File: src/design/mcg_pkg.sv
// ============================================================================
// mcg_pkg: shared definitions for the metronome click generator
// Widths, register indexes, divider request/response types and the
// quarter-wave sine magnitude table.
// ============================================================================
`default_nettype none

package mcg_pkg;

    localparam int POSITION_BITS = 24;
    localparam int SINE_ENTRIES  = 256;
    localparam int SAMPLE_BITS   = 16;

    localparam int FRAC_BITS     = 24;
    localparam int POS_W         = POSITION_BITS + FRAC_BITS;
    localparam int NEW_POS_BITS  = 24;

    // Divider: the dividend must hold a position plus one interval.
    localparam int DIV_N         = POSITION_BITS + 1;
    localparam int DIV_D         = 16;
    localparam int DIV_CNT_BITS  = $clog2(DIV_N + 1);

    localparam int CFG_IDX_BITS  = 3;
    localparam int CFG_DATA_BITS = 32;

    localparam int SINE_IDX_BITS = $clog2(SINE_ENTRIES);
    localparam int SINE_QUARTER  = SINE_ENTRIES / 4;
    localparam int SINE_J_BITS   = SINE_IDX_BITS - 1;

    localparam logic [15:0] AMP_FULL   = 16'd65535;
    localparam logic [15:0] AMP_NORMAL = 16'd45875;

    localparam logic [15:0] RST_TICKS_PER_QUARTER = 16'd480;
    localparam logic [6:0]  RST_SUBDIVISIONS      = 7'd4;
    localparam logic [31:0] RST_TICK_STEP         = 32'd365221;
    localparam logic [9:0]  RST_CLICK_LENGTH      = 10'd88;
    localparam logic [15:0] RST_ACCENT_STEP       = 16'd5201;
    localparam logic [15:0] RST_NORMAL_STEP       = 16'd3269;
    localparam logic [15:0] RST_DECAY_FACTOR      = 16'd59840;

    typedef enum logic [CFG_IDX_BITS-1:0] {
        CFG_ENABLE            = 3'd0,
        CFG_TICKS_PER_QUARTER = 3'd1,
        CFG_SUBDIVISIONS      = 3'd2,
        CFG_TICK_STEP         = 3'd3,
        CFG_CLICK_LENGTH      = 3'd4,
        CFG_ACCENT_STEP       = 3'd5,
        CFG_NORMAL_STEP       = 3'd6,
        CFG_DECAY_FACTOR      = 3'd7
    } cfg_idx_t;

    typedef struct packed {
        logic             start;
        logic [DIV_N-1:0] dividend;
        logic [DIV_D-1:0] divisor;
    } div_req_t;

    typedef struct packed {
        logic             busy;
        logic [DIV_N-1:0] quotient;
        logic [DIV_D-1:0] remainder;
    } div_rsp_t;

    typedef logic [14:0] sine_mag_t;
    typedef sine_mag_t sine_tab_t [SINE_QUARTER + 1];

    // Odd polynomial approximation of a quarter sine wave, t in Q16.
    function automatic sine_mag_t quarter_sine(input longint t);
        longint t2;
        longint inner;
        longint mid;
        longint y;
        t2    = (t * t) >> 16;
        inner = 42047 - ((t2 * 4640) >> 16);
        mid   = 102944 - ((t2 * inner) >> 16);
        y     = (t * mid) >> 16;
        y     = (y + 1) >> 1;
        if (y > 32767)
        begin
            y = 32767;
        end
        return y[14:0];
    endfunction

    function automatic sine_tab_t build_sine_tab();
        sine_tab_t tab;
        for (int j = 0; j <= SINE_QUARTER; j++)
        begin
            tab[j] = quarter_sine(longint'(j) * (65536 / SINE_QUARTER));
        end
        return tab;
    endfunction

    localparam sine_tab_t SINE_TAB = build_sine_tab();

endpackage

`default_nettype wire

File: src/design/mcg_ifs.sv
// ============================================================================
// mcg_ifs: stream channels of the metronome click generator
// Frame input channel and click sample output channel, valid/ready.
// ============================================================================
`default_nettype none

interface mcg_frame_if;
    logic                             valid;
    logic                             ready;
    logic                             op;
    logic [mcg_pkg::NEW_POS_BITS-1:0] new_position;

    modport source (output valid, output op, output new_position, input ready);
    modport sink   (input valid, input op, input new_position, output ready);
endinterface

interface mcg_click_if;
    logic                                   valid;
    logic                                   ready;
    logic signed [mcg_pkg::SAMPLE_BITS-1:0] sample;
    logic                                   click_started;
    logic                                   is_accent;

    modport source (output valid, output sample, output click_started, output is_accent,
                    input ready);
    modport sink   (input valid, input sample, input click_started, input is_accent,
                    output ready);
endinterface

`default_nettype wire

File: src/design/metronome_click_generator.sv
// Each frame runs its divisions in turn on the shared divider: the interval always, one
// for a relocate, two for a click tick and one for a position wrap. A frame with no
// sounding voice skips the envelope states S_ENV and S_ENVW. One frame is in work at a
// time; the next is accepted only after the result is loaded into the output register,
// where it may wait.
// Reset (rst_n, asynchronous) loads the register defaults and clears the control state.
// ============================================================================
// metronome_click_generator: top level
// Advances a fixed-point song position per audio frame and renders a decaying
// sine click on every click tick while enabled, accented on each quarter note.
// ============================================================================
`default_nettype none

module metronome_click_generator (
    input  wire logic                                  clk,
    input  wire logic                                  rst_n,
    mcg_frame_if.sink                                  frame,
    mcg_click_if.source                                click,
    input  wire logic                                  cfg_we,
    input  wire logic [mcg_pkg::CFG_IDX_BITS-1:0]      cfg_index,
    input  wire logic [mcg_pkg::CFG_DATA_BITS-1:0]     cfg_data
);

    localparam int PB = mcg_pkg::POSITION_BITS;
    localparam int PW = mcg_pkg::POS_W;
    localparam int DN = mcg_pkg::DIV_N;
    localparam int SB = mcg_pkg::SAMPLE_BITS;
    localparam int IB = mcg_pkg::SINE_IDX_BITS;
    localparam int JB = mcg_pkg::SINE_J_BITS;

    typedef enum logic [11:0] {
        S_IDLE   = 12'b0000_0000_0001,
        S_IVL    = 12'b0000_0000_0010,
        S_RELOC  = 12'b0000_0000_0100,
        S_CHECK  = 12'b0000_0000_1000,
        S_CLKQ   = 12'b0000_0001_0000,
        S_CLKG   = 12'b0000_0010_0000,
        S_SAMPLE = 12'b0000_0100_0000,
        S_ENV    = 12'b0000_1000_0000,
        S_ENVW   = 12'b0001_0000_0000,
        S_ADV    = 12'b0010_0000_0000,
        S_WRAP   = 12'b0100_0000_0000,
        S_DONE   = 12'b1000_0000_0000
    } state_t;

    // Configuration registers
    logic        enable_reg;
    logic [15:0] ticks_per_quarter_reg;
    logic [6:0]  subdivisions_reg;
    logic [31:0] tick_step_reg;
    logic [9:0]  click_length_reg;
    logic [15:0] accent_step_reg;
    logic [15:0] normal_step_reg;
    logic [15:0] decay_factor_reg;

    // Sequencer and voice state
    state_t           state_reg, state_next;
    logic             op_reg, op_next;
    logic [15:0]      interval_reg, interval_next;
    logic [PW-1:0]    song_pos_reg, song_pos_next;
    logic [PB-1:0]    next_click_reg, next_click_next;
    logic             next_beyond_reg, next_beyond_next;
    logic             click_active_reg, click_active_next;
    logic             click_accent_reg, click_accent_next;
    logic [9:0]       click_age_reg, click_age_next;
    logic [15:0]      env_reg, env_next;
    logic [15:0]      phase_reg, phase_next;
    logic             neg_reg, neg_next;
    logic [31:0]      prod_reg, prod_next;
    logic [SB-1:0]    res_sample_reg, res_sample_next;
    logic             res_started_reg, res_started_next;
    logic             res_accent_reg, res_accent_next;
    logic             out_valid_reg, out_valid_next;
    logic [SB-1:0]    out_sample_reg, out_sample_next;
    logic             out_started_reg, out_started_next;
    logic             out_accent_reg, out_accent_next;

    mcg_pkg::div_req_t div_req;
    mcg_pkg::div_rsp_t div_rsp;

    logic [6:0]       eff_subs;
    logic [PB-1:0]    pint;
    logic [15:0]      ivl_div;
    logic [DN-1:0]    sync_n;
    logic [DN-1:0]    click_n;
    logic [PW:0]      adv_sum;
    logic [9:0]       len;
    logic [9:0]       age_inc;
    logic [IB-1:0]    sine_k;
    logic [IB-3:0]    sine_low;
    logic [JB-1:0]    sine_j;
    mcg_pkg::sine_mag_t sine_mag;
    logic [15:0]      mul_a;
    logic [15:0]      mul_b;
    logic [31:0]      mul_p;
    logic [SB-2:0]    smp_mag;
    logic [SB-1:0]    smp_signed;

    mcg_div u_div (
        .clk   (clk),
        .rst_n (rst_n),
        .req   (div_req),
        .rsp   (div_rsp)
    );

    // Dividend for ceil(p / ivl): p + ivl - 1.
    function automatic logic [DN-1:0] ceil_arg(input logic [PB-1:0] p,
                                               input logic [15:0] ivl);
        return DN'(p) + DN'(ivl) - DN'(1);
    endfunction

    always_comb
    begin
        if (subdivisions_reg == 7'd0)
        begin
            eff_subs = 7'd1;
        end
        else if (subdivisions_reg > 7'd64)
        begin
            eff_subs = 7'd64;
        end
        else
        begin
            eff_subs = subdivisions_reg;
        end
    end

    assign pint     = song_pos_reg[PW-1:mcg_pkg::FRAC_BITS];
    assign ivl_div  = (div_rsp.quotient[15:0] == 16'd0) ? 16'd1 : div_rsp.quotient[15:0];
    assign sync_n   = ceil_arg(pint, interval_reg) - DN'(div_rsp.remainder);
    // (q + 1) * I written as the floor multiple of the position plus one interval.
    assign click_n  = DN'(pint) - DN'(div_rsp.remainder) + DN'(interval_reg);
    assign adv_sum  = {1'b0, song_pos_reg} + (PW + 1)'(tick_step_reg);
    assign len      = (click_length_reg == 10'd0) ? 10'd1 : click_length_reg;
    assign age_inc  = click_age_reg + 10'd1;

    // Phase is quantized to the table resolution, then folded into a quarter wave.
    assign sine_k   = phase_reg[15 -: IB];
    assign sine_low = sine_k[IB-3:0];
    assign sine_j   = sine_k[IB-2] ? (JB'(mcg_pkg::SINE_QUARTER) - JB'(sine_low))
                                   : JB'(sine_low);
    assign sine_mag = mcg_pkg::SINE_TAB[sine_j];

    // A 15-bit magnitude times a 16-bit envelope cannot exceed the sample range,
    // so the magnitude is taken from the product without saturation.
    assign smp_mag    = prod_reg[30 -: (SB - 1)];
    assign smp_signed = neg_reg ? (SB'(0) - {1'b0, smp_mag}) : {1'b0, smp_mag};

    // Shared multiplier: sample scaling, then envelope decay.
    always_comb
    begin
        if (state_reg == S_ENV)
        begin
            mul_a = env_reg;
            mul_b = decay_factor_reg;
        end
        else
        begin
            mul_a = {1'b0, sine_mag};
            mul_b = env_reg;
        end
    end
    assign mul_p = mul_a * mul_b;

    always_comb
    begin
        state_next        = state_reg;
        op_next           = op_reg;
        interval_next     = interval_reg;
        song_pos_next     = song_pos_reg;
        next_click_next   = next_click_reg;
        next_beyond_next  = next_beyond_reg;
        click_active_next = click_active_reg;
        click_accent_next = click_accent_reg;
        click_age_next    = click_age_reg;
        env_next          = env_reg;
        phase_next        = phase_reg;
        neg_next          = neg_reg;
        prod_next         = prod_reg;
        res_sample_next   = res_sample_reg;
        res_started_next  = res_started_reg;
        res_accent_next   = res_accent_reg;
        out_valid_next    = out_valid_reg;
        out_sample_next   = out_sample_reg;
        out_started_next  = out_started_reg;
        out_accent_next   = out_accent_reg;
        div_req.start     = 1'b0;
        div_req.dividend  = '0;
        div_req.divisor   = '0;

        if (out_valid_reg && click.ready)
        begin
            out_valid_next = 1'b0;
        end

        unique case (state_reg)
            S_IDLE:
            begin
                if (frame.valid)
                begin
                    op_next          = frame.op;
                    res_started_next = 1'b0;
                    if (frame.op)
                    begin
                        song_pos_next = {PB'(frame.new_position),
                                         {mcg_pkg::FRAC_BITS{1'b0}}};
                    end
                    div_req.start    = 1'b1;
                    div_req.dividend = DN'(ticks_per_quarter_reg);
                    div_req.divisor  = mcg_pkg::DIV_D'(eff_subs);
                    state_next       = S_IVL;
                end
            end
            S_IVL:
            begin
                if (!div_rsp.busy)
                begin
                    interval_next = ivl_div;
                    if (op_reg)
                    begin
                        div_req.start    = 1'b1;
                        div_req.dividend = ceil_arg(pint, ivl_div);
                        div_req.divisor  = ivl_div;
                        state_next       = S_RELOC;
                    end
                    else
                    begin
                        state_next = S_CHECK;
                    end
                end
            end
            S_RELOC:
            begin
                if (!div_rsp.busy)
                begin
                    next_beyond_next = sync_n[DN-1];
                    next_click_next  = sync_n[DN-1] ? '0 : sync_n[PB-1:0];
                    state_next       = S_CHECK;
                end
            end
            S_CHECK:
            begin
                if (!next_beyond_reg && (pint >= next_click_reg))
                begin
                    div_req.start    = 1'b1;
                    div_req.dividend = DN'(pint);
                    div_req.divisor  = interval_reg;
                    state_next       = S_CLKQ;
                end
                else
                begin
                    state_next = S_SAMPLE;
                end
            end
            S_CLKQ:
            begin
                if (!div_rsp.busy)
                begin
                    next_beyond_next = click_n[DN-1];
                    next_click_next  = click_n[DN-1] ? '0 : click_n[PB-1:0];
                    // Click index within its group decides the accent.
                    div_req.start    = 1'b1;
                    div_req.dividend = div_rsp.quotient;
                    div_req.divisor  = mcg_pkg::DIV_D'(eff_subs);
                    state_next       = S_CLKG;
                end
            end
            S_CLKG:
            begin
                if (!div_rsp.busy)
                begin
                    if (enable_reg)
                    begin
                        click_active_next = 1'b1;
                        click_accent_next = (div_rsp.remainder == '0);
                        click_age_next    = '0;
                        phase_next        = '0;
                        env_next          = (div_rsp.remainder == '0) ? mcg_pkg::AMP_FULL
                                                                      : mcg_pkg::AMP_NORMAL;
                        res_started_next  = 1'b1;
                    end
                    state_next = S_SAMPLE;
                end
            end
            S_SAMPLE:
            begin
                if (click_active_reg && enable_reg)
                begin
                    prod_next       = mul_p;
                    neg_next        = sine_k[IB-1];
                    res_accent_next = click_accent_reg;
                    state_next      = S_ENV;
                end
                else
                begin
                    click_active_next = 1'b0;
                    res_sample_next   = '0;
                    res_accent_next   = 1'b0;
                    state_next        = S_ADV;
                end
            end
            S_ENV:
            begin
                res_sample_next = smp_signed;
                prod_next       = mul_p;
                phase_next      = phase_reg + (click_accent_reg ? accent_step_reg
                                                                : normal_step_reg);
                click_age_next  = age_inc;
                if (age_inc >= len)
                begin
                    click_active_next = 1'b0;
                end
                state_next = S_ENVW;
            end
            S_ENVW:
            begin
                env_next   = prod_reg[31:16];
                state_next = S_ADV;
            end
            S_ADV:
            begin
                song_pos_next = adv_sum[PW-1:0];
                // A carry out of the position means it wrapped: resync the schedule.
                if (adv_sum[PW])
                begin
                    div_req.start    = 1'b1;
                    div_req.dividend = ceil_arg(adv_sum[PW-1:mcg_pkg::FRAC_BITS], interval_reg);
                    div_req.divisor  = interval_reg;
                    state_next       = S_WRAP;
                end
                else
                begin
                    state_next = S_DONE;
                end
            end
            S_WRAP:
            begin
                if (!div_rsp.busy)
                begin
                    next_beyond_next = sync_n[DN-1];
                    next_click_next  = sync_n[DN-1] ? '0 : sync_n[PB-1:0];
                    state_next       = S_DONE;
                end
            end
            S_DONE:
            begin
                if (!out_valid_reg || click.ready)
                begin
                    out_valid_next   = 1'b1;
                    out_sample_next  = res_sample_reg;
                    out_started_next = res_started_reg;
                    out_accent_next  = res_accent_reg;
                    state_next       = S_IDLE;
                end
            end
            default:
            begin
                state_next = S_IDLE;
            end
        endcase
    end

    always_ff @(posedge clk or negedge rst_n)
    begin
        if (!rst_n)
        begin
            state_reg        <= S_IDLE;
            op_reg           <= 1'b0;
            interval_reg     <= 16'd1;
            song_pos_reg     <= '0;
            next_click_reg   <= '0;
            next_beyond_reg  <= 1'b0;
            click_active_reg <= 1'b0;
            click_accent_reg <= 1'b0;
            click_age_reg    <= '0;
            env_reg          <= '0;
            phase_reg        <= '0;
            res_started_reg  <= 1'b0;
            out_valid_reg    <= 1'b0;
        end
        else
        begin
            state_reg        <= state_next;
            op_reg           <= op_next;
            interval_reg     <= interval_next;
            song_pos_reg     <= song_pos_next;
            next_click_reg   <= next_click_next;
            next_beyond_reg  <= next_beyond_next;
            click_active_reg <= click_active_next;
            click_accent_reg <= click_accent_next;
            click_age_reg    <= click_age_next;
            env_reg          <= env_next;
            phase_reg        <= phase_next;
            res_started_reg  <= res_started_next;
            out_valid_reg    <= out_valid_next;
        end
    end

    always_ff @(posedge clk)
    begin
        neg_reg         <= neg_next;
        prod_reg        <= prod_next;
        res_sample_reg  <= res_sample_next;
        res_accent_reg  <= res_accent_next;
        out_sample_reg  <= out_sample_next;
        out_started_reg <= out_started_next;
        out_accent_reg  <= out_accent_next;
    end

    always_ff @(posedge clk or negedge rst_n)
    begin
        if (!rst_n)
        begin
            enable_reg            <= 1'b0;
            ticks_per_quarter_reg <= mcg_pkg::RST_TICKS_PER_QUARTER;
            subdivisions_reg      <= mcg_pkg::RST_SUBDIVISIONS;
            tick_step_reg         <= mcg_pkg::RST_TICK_STEP;
            click_length_reg      <= mcg_pkg::RST_CLICK_LENGTH;
            accent_step_reg       <= mcg_pkg::RST_ACCENT_STEP;
            normal_step_reg       <= mcg_pkg::RST_NORMAL_STEP;
            decay_factor_reg      <= mcg_pkg::RST_DECAY_FACTOR;
        end
        else if (cfg_we)
        begin
            unique case (mcg_pkg::cfg_idx_t'(cfg_index))
                mcg_pkg::CFG_ENABLE:            enable_reg            <= cfg_data[0];
                mcg_pkg::CFG_TICKS_PER_QUARTER: ticks_per_quarter_reg <= cfg_data[15:0];
                mcg_pkg::CFG_SUBDIVISIONS:      subdivisions_reg      <= cfg_data[6:0];
                mcg_pkg::CFG_TICK_STEP:         tick_step_reg         <= cfg_data[31:0];
                mcg_pkg::CFG_CLICK_LENGTH:      click_length_reg      <= cfg_data[9:0];
                mcg_pkg::CFG_ACCENT_STEP:       accent_step_reg       <= cfg_data[15:0];
                mcg_pkg::CFG_NORMAL_STEP:       normal_step_reg       <= cfg_data[15:0];
                mcg_pkg::CFG_DECAY_FACTOR:      decay_factor_reg      <= cfg_data[15:0];
            endcase
        end
    end

    assign frame.ready         = (state_reg == S_IDLE);
    assign click.valid         = out_valid_reg;
    assign click.sample        = out_sample_reg;
    assign click.click_started = out_started_reg;
    assign click.is_accent     = out_accent_reg;

    // The divider finishes every division before the frame completes.
    a_div_idle: assert property (@(posedge clk) disable iff (!rst_n)
        (state_reg == S_IDLE) |-> !div_rsp.busy)
        else $error("divider still busy while waiting for a frame");

    // A click tick past the position range parks the schedule at zero.
    a_beyond_zero: assert property (@(posedge clk) disable iff (!rst_n)
        next_beyond_reg |-> (next_click_reg == '0))
        else $error("next click tick not cleared while beyond the range");

    // A new result is loaded only by the completion state.
    a_out_load: assert property (@(posedge clk) disable iff (!rst_n)
        $rose(out_valid_reg) |-> $past(state_reg == S_DONE))
        else $error("output register loaded outside the completion state");

endmodule

`default_nettype wire

File: src/design/mcg_div.sv
// ============================================================================
// mcg_div: iterative restoring divider
// One quotient bit per cycle; busy falls after the last quotient bit.
// ============================================================================
`default_nettype none

module mcg_div (
    input  wire logic              clk,
    input  wire logic              rst_n,
    input  wire mcg_pkg::div_req_t req,
    output mcg_pkg::div_rsp_t      rsp
);

    logic                             busy_reg, busy_next;
    logic [mcg_pkg::DIV_CNT_BITS-1:0] cnt_reg, cnt_next;
    logic [mcg_pkg::DIV_D-1:0]        rem_reg, rem_next;
    logic [mcg_pkg::DIV_N-1:0]        quo_reg, quo_next;
    logic [mcg_pkg::DIV_D-1:0]        dvs_reg, dvs_next;

    logic [mcg_pkg::DIV_D:0]          trial;
    logic [mcg_pkg::DIV_D:0]          diff;
    logic                             ge;

    always_comb
    begin
        trial     = {rem_reg, quo_reg[mcg_pkg::DIV_N-1]};
        ge        = (trial >= {1'b0, dvs_reg});
        diff      = trial - {1'b0, dvs_reg};
        busy_next = busy_reg;
        cnt_next  = cnt_reg;
        rem_next  = rem_reg;
        quo_next  = quo_reg;
        dvs_next  = dvs_reg;
        if (req.start)
        begin
            busy_next = 1'b1;
            cnt_next  = mcg_pkg::DIV_CNT_BITS'(mcg_pkg::DIV_N);
            rem_next  = '0;
            quo_next  = req.dividend;
            dvs_next  = req.divisor;
        end
        else if (busy_reg)
        begin
            // The partial remainder always stays below the divisor.
            rem_next  = ge ? diff[mcg_pkg::DIV_D-1:0] : trial[mcg_pkg::DIV_D-1:0];
            quo_next  = {quo_reg[mcg_pkg::DIV_N-2:0], ge};
            cnt_next  = cnt_reg - mcg_pkg::DIV_CNT_BITS'(1);
            busy_next = (cnt_reg != mcg_pkg::DIV_CNT_BITS'(1));
        end
    end

    always_ff @(posedge clk or negedge rst_n)
    begin
        if (!rst_n)
        begin
            busy_reg <= 1'b0;
            cnt_reg  <= '0;
        end
        else
        begin
            busy_reg <= busy_next;
            cnt_reg  <= cnt_next;
        end
    end

    always_ff @(posedge clk)
    begin
        rem_reg <= rem_next;
        quo_reg <= quo_next;
        dvs_reg <= dvs_next;
    end

    assign rsp.busy      = busy_reg;
    assign rsp.quotient  = quo_reg;
    assign rsp.remainder = rem_reg;

endmodule

`default_nettype wire
File: src/flat_wrapper.sv
// flat-port wrapper written by rule: the top's interface ports become plain ports
module metronome_click_generator_flat 
  (clk, rst_n, cfg_we, cfg_index, cfg_data, frame_valid, frame_op, frame_new_position, frame_ready, click_valid, click_sample, click_click_started, click_is_accent, click_ready);
  mcg_frame_if frame_i ();
  mcg_click_if click_i ();
  input  wire logic clk;
  input  wire logic rst_n;
  input  wire logic cfg_we;
  input  wire logic [mcg_pkg::CFG_IDX_BITS-1:0] cfg_index;
  input  wire logic [mcg_pkg::CFG_DATA_BITS-1:0] cfg_data;
  input wire logic [$bits(frame_i.valid)-1:0] frame_valid;
  input wire logic [$bits(frame_i.op)-1:0] frame_op;
  input wire logic [$bits(frame_i.new_position)-1:0] frame_new_position;
  output wire logic [$bits(frame_i.ready)-1:0] frame_ready;
  output wire logic [$bits(click_i.valid)-1:0] click_valid;
  output wire logic [$bits(click_i.sample)-1:0] click_sample;
  output wire logic [$bits(click_i.click_started)-1:0] click_click_started;
  output wire logic [$bits(click_i.is_accent)-1:0] click_is_accent;
  input wire logic [$bits(click_i.ready)-1:0] click_ready;
  assign frame_i.valid = frame_valid;
  assign frame_i.op = frame_op;
  assign frame_i.new_position = frame_new_position;
  assign frame_ready = frame_i.ready;
  assign click_valid = click_i.valid;
  assign click_sample = click_i.sample;
  assign click_click_started = click_i.click_started;
  assign click_is_accent = click_i.is_accent;
  assign click_i.ready = click_ready;
  metronome_click_generator u_core (.clk(clk), .rst_n(rst_n), .frame(frame_i), .click(click_i), .cfg_we(cfg_we), .cfg_index(cfg_index), .cfg_data(cfg_data));
endmodule
File: config.mk
export PLATFORM = sky130hd
export DESIGN_NAME = metronome_click_generator_flat
export DESIGN_NICKNAME = d
export VERILOG_FILES = /design/src/design/mcg_pkg.sv /design/src/design/mcg_ifs.sv /design/src/design/metronome_click_generator.sv /design/src/design/mcg_div.sv /design/src/flat_wrapper.sv
export SDC_FILE = /design/constraint.sdc
export NUM_CORES = 2
export LEC_CHECK = 0
export BUFFER_PORTS_ARGS = -buffer_cell sky130_fd_sc_hd__buf_2
export CAP_MARGIN = 20
export CORE_ASPECT_RATIO = 2
export CORE_MARGIN = 8
export CORE_UTILIZATION = 70
export DETAILED_ROUTE_END_ITERATION = 12
export PLACE_DENSITY = 0.88
export SYNTH_ARGS = -nofsm -noshare
export SYNTH_HDL_FRONTEND = slang
export SYNTH_SLANG_ARGS = --single-unit
File: constraint.sdc
create_clock -name clk -period 20.6 [get_ports clk]
set_input_delay 1.03 -clock clk [delete_from_list [all_inputs] [get_ports clk]]
set_output_delay 1.03 -clock clk [all_outputs]
set_load 0.01 [all_outputs]
; ---- Word level (Yosys, flattened, before mapping)
; Memories as Yosys holds them, arrays and structs flattened.
; Cells that the tools add are included.
[totals]
regBits = 393
rom_bits = 1920
input_bits = 65
out_inout_bits = 20
wordCells = 207
n_memories = 1
[mem_list]
columns = memory, words, width, rd, rd_ports_with_merged_regs, wr, line_no
row1 = (name not given), 128, 15, 1, 0, 0, metronome_click_generator.sv:142  ; assign sine_mag = mcg_pkg::SINE_TAB[sine_j];
[classes]
n_addsub = 16
multipliers = 1
magnitude_cmp = 5
n_eq_ne = 34
muxes = 72
n_bitwise = 2
n_reduce_logical = 43
[ops]
columns = operator, count
row1 = 2-to-1 mux 42 bit, 6
row2 = case mux 42 bit (5 select lines), 1
row3 = 2-to-1 mux 16 bit, 11
row4 = case mux 12 bit (12 select lines), 1
row5 = 2-to-1 mux 12 bit, 8
row6 = 2-to-1 mux 24 bit, 4
row7 = 2-to-1 mux 48 bit, 2
row8 = case mux 16 bit (2 select lines), 3
row9 = case mux 48 bit (2 select lines), 1
row10 = adder 24 x 16 -> 25 bit, 3
row11 = "subtractor 25 x 1 -> 25 bit, second input constant", 3
row12 = case mux 32 bit (2 select lines), 1
row13 = 2-to-1 mux 25 bit, 2
row14 = adder 48 x 32 -> 49 bit, 1
row15 = case mux 24 bit (2 select lines), 1
row16 = 2-to-1 mux 15 bit, 3
row17 = 2-to-1 mux 10 bit, 4
row18 = zero test 16 bit, 2
row19 = multiplier 16 x 16 -> 32 bit, 1
row20 = 2-to-1 mux 32 bit, 1
row21 = AND reduction 2 bit, 15
row22 = 2-to-1 mux 7 bit, 4
row23 = adder 25 x 16 -> 25 bit, 1
row24 = subtractor 24 x 16 -> 25 bit, 1
row25 = other kinds (51), 93

; ---- Depth between registers and ports, before layout
[depth]
word_depth = 10
depth_mapped = 39
mapped_depth_nobuf = 36

; ---- Cells and area by module
; From an unflattened synthesis, not the netlist that was laid out.
[hier_totals]
hier_cells = 4034
hier_area_um2 = 35943.2
[by_module_without_submodules]
columns = module, instances, cells_per_inst, area_per_inst_um2, seq_area_each_um2
row1 = metronome_click_generator, 1, 3718, 32491.2, 8164.1
row2 = mcg_div, 1, 316, 3452.1, 1701.6

; ---- Worst setup path after synthesis
; OpenSTA, ideal clock, no wires.
[synth_timing]
kind = flip-flop to flip-flop
from = register u_core.phase_reg[8]
to = register u_core.prod_reg[28], data pin
setup_ns = 0.258
arrival_ns = 8.974
required_ns = 20.342
setup_slack_ns = 11.368
path_stages_with_launch = 38
n_path_buf = 3
synth_period_minus_slack_ns = 9.232
cell_sequence = dfrtp_1 -> buf_2 -> inv_1 -> ha_1 -> nand2_1 -> o21a_1 -> clkbuf_1 -> inv_1 -> ha_1 -> buf_1 -> nor2_1 -> nand2_1 -> o21ai_0 -> a221o_1 -> nand2_1 -> o21ai_0 -> a21oi_1 -> nand2_1 -> [... 2 more ...] -> fa_1 -> fa_1 -> fa_1 -> fa_1 -> inv_1 -> fa_1 -> inv_1 -> ha_1 -> o21ai_0 -> nand2b_1 -> a31oi_1 -> nand4b_1 -> nor3b_1 -> o21ai_4 -> a21oi_2 -> o31ai_4 -> a211oi_2 -> xnor2_1
[synth_between]
elab_chain_cells = 10
[synth_lines]
columns = element, line_no
row1 = from (decl), metronome_click_generator.sv:67  ; logic [15:0] phase_reg, phase_next;
row2 = from (signal assigned), metronome_click_generator.sv:393  ; phase_reg <= phase_next;
row3 = subtractor 7 x 6 -> 7 bit, metronome_click_generator.sv:140  ; assign sine_j = sine_k[IB-2] ? (JB'(mcg_pkg::SINE_QUARTER) - JB'(sine_low))
row4 = 2-to-1 mux 7 bit (*), metronome_click_generator.sv:140
row5 = inverter 7 -> 8 bit (implied by the code) (*), metronome_click_generator.sv:142
row6 = memory (128 x 15 bit) (*), --
row7 = 2-to-1 mux 15 bit (implied by the code) (*) (2 in series), metronome_click_generator.sv:142
row8 = 2-to-1 mux 16 bit (*), metronome_click_generator.sv:152  ; if (state_reg == S_ENV)
row9 = multiplier 16 x 16 -> 32 bit (*), metronome_click_generator.sv:163  ; assign mul_p = mul_a * mul_b;
row10 = net u_core.mul_p[28], metronome_click_generator.sv:95  ; logic [31:0] mul_p;
row11 = 2-to-1 mux 32 bit, metronome_click_generator.sv:287  ; if (click_active_reg && enable_reg)
row12 = case mux 32 bit (2 select lines) (*), metronome_click_generator.sv:196  ; unique case (state_reg)
row13 = to (signal assigned), metronome_click_generator.sv:402  ; prod_reg <= prod_next;
row14 = to (decl), metronome_click_generator.sv:69  ; logic [31:0] prod_reg, prod_next;
; The timed path passes the listed nets; every way through them passes the cells marked *. The select of a mux whose other input is x is not followed.
; A chain may end at the register's enable or synchronous reset.

; ---- Final worst setup path
[layout_timing]
from = register u_core.phase_reg[9]
to = register u_core.prod_reg[31], data pin
; The elaborated chain is that of the path after synthesis.

==> impl_results.md <==
* CTS H-tree depth at 2
* Leftover overflow at the end of global routing at 0
* Number of antenna violations at the first check in global routing at 13
* Total half-perimeter wirelength after legalization and detailed placement at slightly above 100 mm
* Buffer depth of the longest clock path at 3
* Max stage delay on crit path at 0.64 ns
* Post-route setup TNS at 0 ns
* Cell Area, Synth at 35300 um2
* Class of the tightest hold or removal check: reg2reg
* Clock latency at the later pin of the worst-skew pair at 0.59 ns
* Startpoint of the lowest-slack hold path: u_core.res_sample_reg[5]
* Syn-to-layout area delta at 6.99%
* Unrepaired setup endpoints after global routing: no
* Sequential share of the synthesized area at 0.280
* Timing-limited maximum frequency at about 0.094 GHz
* Kind of launch point of the worst setup path: flop
* Placeable core region at 49900 um2
* Largest net degree at the start of global routing at 123
* Fraction of registers with async set or reset after synthesis at 0.711
* Max-slew violations at 0
* Warning count from the yosys run at 0
* Post-Synthesis Cells at ~4000
* Endpoint kind of the worst setup timing path: flop
* Average cell area after synthesis at 8.84 um2
* 1st-pass router iterations at 9
* Synthesized Nets at approximately 4600
* Shortest clock period the worst path allows after layout at 10.64 ns
* Worst-Margin Slew at 1.12 ns
* Unique cell type count in the Yosys netlist at 102
* Final estimated routing congestion in global placement at between 1 and 1.5
* Register bit count reported by yosys at 377
* Worst slew slack as a fraction of its limit at 0.231
* Worst VDD drop at 0.188 mV
* 1st-iter DRT viols at 3710
* Clock net sink count at 377
* Number of cells on the worst hold path at 0
* Via-per-instance ratio at 7.03
* Setup Crit Path Kind: reg2reg
* Number of setup buffers added after CTS at 0
* Design area at around 38000 um2
* Placed inst area at 36300 um2
* Maximum fanout encountered on the critical timing path at 19
* TritonCTS clock tree: built
* # port buffers at 84
* Starting density of the core at 0.706
* Layout cell share with drive strength beyond 1 at 0.103
* GR Util All Layers at 0.480
* Power per cell area at 142 nW/um2
* Vias at between 30000 and 40000
* Endpoints failing hold at 0
* Critical path's slowest cell: ha_1
* DRC viols at 0
* Die X-Extent at between 150 and 200 um
* Area enclosed by the die boundary at 58300 um2
* Final period utilization at 0.516
* TritonCTS buffer count at 36
* Final Routed Wirelength at approximately 140 mm
* Final clock skew at 0.0290 ns
* Beginning of the worst register-to-register path: u_core.phase_reg[9]
* Register clock-pin slew on the reported worst setup and hold paths at roughly 0.070 ns
* Reported leakage power at between 15 and 20 nW
* Cell at the root of the clock tree: clkbuf_16
* Critical path required time at 20.89 ns
* IO Pins at 85
* Final nets at 4605
* Critical Path Start: u_core.phase_reg[9]
* Setup violators final at 0
* Hold-fix buffers, CTS at 0
* Number of flip-flops under the largest register name at 48
* Per-cell routed wire length at 29.6 um
* Vias in the first global route at 34000
* Global-route wire length before repair at 210 mm
* Antenna Nets Post-Route at 0
* Number of enable-type register cells in the synthesized netlist at 93
* Die Y at 333 um
* Max-cap violation count at 0
* Worst Reg2Reg Path Length in Cells at 33
* Quantity of gates resized following cts at 0
* Predominant post-synthesis flop cell: dfrtp_1
* Run status: finished clean
* Site Rows at 116
* Data arrival time of the worst path at roughly 11 ns
[worst paths after layout]
kind | slack (ns) | end
max in group asynchronous | 17.46 | u_core.song_pos_reg[33]
max | 9.96 | u_core.prod_reg[31]
min in group asynchronous | 0.48 | u_core.next_click_reg[17]
max reg2reg | 9.96 | u_core.prod_reg[31]
min | 0.42 | u_core.click.sample[5]
min reg2reg | 0.42 | u_core.click.sample[5]
[cell type report]
cell class | instances | area (um2)
Inverter | 492 | 1850
Clock buffer | 46 | 991
Multi-Input combinational cell | 2950 | 23000
Timing Repair Buffer | 144 | 922
Fill cell | 3532 | 12200
Tap cell | 649 | 812
Antenna cell | 13 | 32.5
Clock inverter | 20 | 295
Sequential cell | 377 | 9870
[synthesized netlist by cell type, drive strengths merged (24+ instances only)]
library cell  count  area share
o21a             25      0.0053
o21ai           241       0.035
mux2i            34      0.0097
nor2            338       0.036
nand4            31      0.0055
a21oi           245       0.035
inv             491       0.052
a31oi            29      0.0051
a222oi           25      0.0071
xor2             66       0.017
nand2b           50      0.0089
nor3             61      0.0089
xnor2            90       0.022
edfxtp           93       0.079
ha              323        0.11
dfrtp           231        0.16
a211oi           33      0.0073
a21o             89       0.019
dfstp            37       0.028
nand2           423       0.045
a21boi           24      0.0051
o211ai           24      0.0053
o31ai            27      0.0063
clkbuf          135       0.014
nand3            82       0.012
fa              216        0.12
and3             47      0.0085
buf              36      0.0049
o22ai            27      0.0048
mux2            123       0.039
o21bai           27      0.0057
[kinds of logic (layout without fill, tap and decap cells)]
family,after synthesis,count (layout),synth area share
AOI/OAI and AO/OA,933,933,0.172
xor gates and xnor gates,156,156,0.0390
adders and majority gates,539,539,0.237
buffers and inverters,663,702,0.0716
DFF,377,377,0.280
muxes,158,158,0.0496
other,0,13,0
and+or+nand+nor,1164,1164,0.151
[critical path, delay by kind of cell (launching register included)]
kind            cells  cell delay (ns)
flops               1             0.57
xor+xnor            1             0.11
fa+ha+maj           9             4.48
simple gates        7             1.35
compound gates     10             3.03
buf+inv             6             0.81
[metrics by stage]
stage          hold WS [ns]  worst slack, ns  instances  utilization  total power [mW]
6_report              0.418             9.96       4691        0.756              5.36
2_1_floorplan         0.400            11.37       3990            -              3.39
3_5_place_dp          0.405            10.14       4605        0.727              4.37
3_3_place_gp          0.402            10.43       4604        0.727              4.30
4_1_cts               0.420            10.12       4671        0.753              5.14
5_1_grt               0.424             9.69       4680        0.755              5.65
[power breakdown]
part | internal (mW) | switching (mW)
sequential | 0.940 | 0.219
combinational | 1.23 | 2.22
clock | 0.432 | 0.320
total | 2.60 | 2.75
[routing by layer]
layer / vias up / GRT usage / part of all wire
met5: - / 0.00255 / 0.00018
met4: 4 / 0.562 / 0.16
met3: 1119 / 0.134 / 0.083
met2: 2298 / 0.809 / 0.49
met1: 15800 / 0.419 / 0.27
li1: 13800 / - / -
[layout by cell type (no fill, tap or decap), drive strengths merged, types with 25 or more instances in the layout]
cell type	Yosys	routed
clkbuf	135	46
xnor2	90	90
nand3	82	82
ha	323	323
mux2	123	123
edfxtp	93	93
dfstp	37	37
o21bai	27	27
dfrtp	231	231
nand2b	50	50
nand4	31	31
a21o	89	89
mux2i	34	34
xor2	66	66
buf	36	144
o21ai	241	241
nor2	338	338
nand2	423	423
a21oi	245	245
a31oi	29	29
o31ai	27	27
inv	491	494
nor3	61	61
fa	216	216
o22ai	27	27
and3	47	47
a222oi	25	25
o21a	25	25
a211oi	33	33
(Power assumes the default switching activity.)
